--- src/design/mrg_pkg.sv ---
// Shared types, constants and codes for the multiway sorted run merge block.
package mrg_pkg;

    // Store geometry
    localparam int MAX_RUNS  = 8;
    localparam int RUN_DEPTH = 256;
    localparam int RUN_W     = $clog2(MAX_RUNS);
    localparam int ADDR_W    = $clog2(RUN_DEPTH);
    localparam int PTR_W     = $clog2(RUN_DEPTH + 1);
    localparam int CNT_W     = $clog2(MAX_RUNS + 1);
    localparam int MEM_DEPTH = MAX_RUNS * RUN_DEPTH;
    localparam int MEM_AW    = RUN_W + ADDR_W;

    // Field widths
    localparam int DATA_W    = 32;
    localparam int IDX_W     = 3;
    localparam int OP_W      = 2;
    localparam int CFG_W     = 4;
    localparam int S_TDATA_W = 40;
    localparam int M_TDATA_W = 40;

    // Item kinds
    typedef enum logic [OP_W-1:0] {
        OP_LOAD  = 2'd0,
        OP_POP   = 2'd1,
        OP_CLEAR = 2'd2,
        OP_NONE  = 2'd3
    } t_op;

    // Controller states
    typedef enum logic [2:0] {
        ST_IDLE,
        ST_LOAD,
        ST_CLEAR,
        ST_SCAN,
        ST_EMIT
    } t_state;

    // Commands from controller to datapath
    typedef struct packed {
        logic capture;
        logic do_load;
        logic do_clear;
        logic scan_step;
        logic emit;
    } t_ctrl_cmd;

    // Status from datapath to controller
    typedef struct packed {
        logic scan_done;
        logic out_free;
    } t_ctrl_sts;

endpackage

--- src/design/mrg_ctrl.sv ---
// Controller state machine that sequences load, clear and pop transfers.
module mrg_ctrl (
    input  logic              i_clk,
    input  logic              i_rst_n,
    input  logic              i_s_tvalid,
    input  logic [1:0]        i_op,
    input  mrg_pkg::t_ctrl_sts i_sts,
    output logic              o_s_tready,
    output mrg_pkg::t_ctrl_cmd o_cmd
);

    mrg_pkg::t_state r_state;
    mrg_pkg::t_state n_state;
    logic            accept;

    assign accept = i_s_tvalid && (r_state == mrg_pkg::ST_IDLE);

    // Hold state
    always_ff @(posedge i_clk) begin
        if (!i_rst_n) begin
            r_state <= mrg_pkg::ST_IDLE;
        end else begin
            r_state <= n_state;
        end
    end

    // Next state
    always_comb begin
        n_state = r_state;
        case (r_state)
            mrg_pkg::ST_IDLE: begin
                if (accept) begin
                    case (mrg_pkg::t_op'(i_op))
                        mrg_pkg::OP_LOAD:  n_state = mrg_pkg::ST_LOAD;
                        mrg_pkg::OP_POP:   n_state = mrg_pkg::ST_SCAN;
                        mrg_pkg::OP_CLEAR: n_state = mrg_pkg::ST_CLEAR;
                        default:           n_state = mrg_pkg::ST_IDLE;
                    endcase
                end
            end
            mrg_pkg::ST_LOAD:  n_state = mrg_pkg::ST_IDLE;
            mrg_pkg::ST_CLEAR: n_state = mrg_pkg::ST_IDLE;
            mrg_pkg::ST_SCAN: begin
                if (i_sts.scan_done) begin
                    n_state = mrg_pkg::ST_EMIT;
                end
            end
            mrg_pkg::ST_EMIT: begin
                if (i_sts.out_free) begin
                    n_state = mrg_pkg::ST_IDLE;
                end
            end
            default: n_state = mrg_pkg::ST_IDLE;
        endcase
    end

    // Outputs
    always_comb begin
        o_cmd      = '0;
        o_s_tready = 1'b0;
        case (r_state)
            mrg_pkg::ST_IDLE: begin
                o_s_tready  = 1'b1;
                o_cmd.capture = accept;
            end
            mrg_pkg::ST_LOAD:  o_cmd.do_load  = 1'b1;
            mrg_pkg::ST_CLEAR: o_cmd.do_clear = 1'b1;
            mrg_pkg::ST_SCAN:  o_cmd.scan_step = !i_sts.scan_done;
            mrg_pkg::ST_EMIT:  o_cmd.emit     = i_sts.out_free;
            default: begin
                o_cmd = '0;
            end
        endcase
    end

endmodule

--- config.mk ---
export PLATFORM = sky130hd
export DESIGN_NAME = mrg_ctrl
export DESIGN_NICKNAME = d
export VERILOG_FILES = /design/src/design/mrg_pkg.sv /design/src/design/mrg_ctrl.sv
export SDC_FILE = /design/constraint.sdc
export NUM_CORES = 1
export LEC_CHECK = 0
export BUFFER_PORTS_ARGS = -buffer_cell sky130_fd_sc_hd__buf_2
export CORE_AREA = 4 4 41 43
export DETAILED_ROUTE_END_ITERATION = 16
export DIE_AREA = 0 0 45 47
export GPL_ROUTABILITY_DRIVEN = 0
export PLACE_DENSITY = 0.36
export SLEW_MARGIN = 20
export SYNTH_ARGS = -nofsm -noshare
export SYNTH_HDL_FRONTEND = slang
export SYNTH_SLANG_ARGS = --single-unit
--- constraint.sdc ---
create_clock -name i_clk -period 2.8 [get_ports i_clk]
set_input_delay 0.14 -clock i_clk [delete_from_list [all_inputs] [get_ports i_clk]]
set_output_delay 0.14 -clock i_clk [all_outputs]
set_load 0.05 [all_outputs]
==> metrics.txt <==
initial DRC count=3; Hold Crit Class=in2reg; die width=45 um; I/O pins=13; Max H-tree Level=1; Mean Syn Cell Area=9.10 um2; Nets=48; Leakage=0.150 nW; post_cts resized=0; largest cells by area after synthesis=dfxtp_1 (30%), ha_1 (13%), or4b_1 (10%), o2bb2ai_1 (8.8%), nor3b_1 (7.5%); Slew Limit Fails=0; max FFs per register=3; Most used DFF post-synth=dfxtp_1; total CTS buffers=3; final setup TNS=0 ps; critical path's slowest cell=or4b_1; Yosys top cell by area=dfxtp_1; Placeable Area=1300 um2; Initial Util=15.4%; Clock Latency Late Sink=230 ps; layout cells sized above 1=42.1%; synthesized area=roughly 200 um2; vias in the first global route=218; initial antenna violation count=0; syn nets=31; Synth async-reset ratio=0%; CP arrival=roughly 1500 ps; area share of the largest cell type after synthesis=30.0%; CTS tree=built; Vias/cell=4.28; GRT Resource Usage Total=under 10%; CP startpoint kind=flop; # rows=13; first-pass GRT wire length=821 um; Yosys cell types=12; peak supply drop=about 300 uV; Avg WL per Cell=9.83 um; power per cell area=510 nW/um2; sum of buffers and inverters on the critical path=2; Final HPWL DP=422 um; vias post-DR=approximately 230; grt total ovfl=0; Max FO, Critical Path=8; hold_ws=168 ps; CP Capture Type=output port; die height=47 um; Slew headroom=83.1%; CTS root buf=clkbuf_4; CP top delay family=simple AND/OR/NAND/NOR gates; #FFs+latches synth=3; critical path class=reg2out; Final Skew=2.24 ps; worst setup slack after layout=1160 ps; min Tclk post-route=1640 ps; Largest Register=r_state; clock-pin transition on the worst setup and hold timing paths=30 ps; drt first pass iters=2; Slew @ Worst Pin=255 ps; post-synthesis sequential area ratio=30.0%; port bufs=12; worst-path cell chain=or4b_1 > inv_1 > buf_2; Largest regs=r_state (3); largest net degree at the start of global routing=9; top post-synthesis cells by count=dfxtp_1 (3), inv_1 (3); Routed Antenna Nets=0; CTS sink cnt=3; number of synthesized flops with an enable pin=0; f_max=0.610 GHz; worst path required time=2660 ps; Tcrit/Tclk final=58.5%; setup violators final=0; status=finished, final reports clean; Remaining DRCs=0; worst slack, placed=roughly 1400 ps; final wirelength=521 um; Max-cap violations=0; number of hold buffers added after CTS=0; critical path's largest stage delay=580 ps; Hold Violations, Final=0; unrepaired setup endpoints after global routing=false; post-CTS setup buffer count=0; worst-case clock buffer depth=2; full die area=2120 um2; Ys Warns=0; P&R area growth vs syn=52.5%; antenna fix cells=0; Syn Inst Count=22
-- cell type report --
type / count / area, um2
Sequential cell: 3 / 60.1
Multi-Input combinational cell: 16 / 129
Tap cell: 15 / 18.8
Timing Repair Buffer: 12 / 60.1
Inverter: 3 / 11.3
Fill cell: 161 / 996
Clock buffer: 4 / 26.3
-- path summary, 6_finish.rpt --
| kind | end | startpoint | slack [ps] | cells after the start |
|---|---|---|---|---|
| setup / recovery | o_cmd[4] | r_state[1]$_SDFFE_PN0P_ | 1160 | 3 |
| setup reg to reg | r_state[0]$_SDFFE_PN0P_ | r_state[1]$_SDFFE_PN0P_ | 1630 | 2 |
| hold / removal | r_state[1]$_SDFFE_PN0P_ | i_rst_n | 170 | 2 |
| hold reg to reg | r_state[2]$_SDFFE_PN0P_ | r_state[1]$_SDFFE_PN0P_ | 600 | 2 |
-- power by group --
part / internal (W) / switching (W)
Combinational: 0.0000104 / 0.0000234
Sequential: 0.0000446 / 0.00000277
Clock: 0.0000533 / 0.0000211
Total: 0.000108 / 0.0000473
-- layout by cell type, fill, tap and decap left out --
cell | netlist | layout
ha_1 | 2 | 2
and4bb_2 | 1 | 1
dfxtp_1 | 3 | 3
o21ai_0 | 1 | 1
nand2_1 | 2 | 2
inv_1 | 3 | 3
clkbuf_1 | 0 | 1
o2bb2ai_1 | 2 | 2
or4b_1 | 2 | 2
nor3_1 | 2 | 2
nand4b_1 | 1 | 1
nor3b_1 | 2 | 2
buf_2 | 0 | 12
a21boi_0 | 1 | 1
clkbuf_4 | 0 | 3
-- logic make-up after synthesis --
kind of cell / share of synthesized area, %
AO/OA/AOI/OAI: 15.0
adder cells (fa/ha/maj): 12.5
buffers and inverters: 5.62
flip-flops: 30.0
AND/OR/NAND/NOR: 36.9
-- per-layer routing --
metal  vias to the layer above  share of wire (%)  GRT usage [%]  wire (um)
li1                        113                  -              -          -
met3                         0                 17           4.98         91
met4                         0                  0           3.51          0
met2                        15                 36           7.34        185
met5                         -                  0              0          0
met1                        99                 47           6.09        244
-- metrics by stage --
| step | util [%] | instances | area, um2 | power, W |
|---|---|---|---|---|
| floorplan | - | 22 | 200 | 0.0000707 |
| global placement | 21.4 | 49 | 279 | 0.0000815 |
| detailed placement | 21.4 | 49 | 279 | 0.0000822 |
| CTS | 23.5 | 53 | 305 | 0.000159 |
| global route | 23.5 | 53 | 305 | 0.000169 |
| finish | 23.5 | 53 | 305 | 0.000156 |
(Power assumes the default switching activity.)
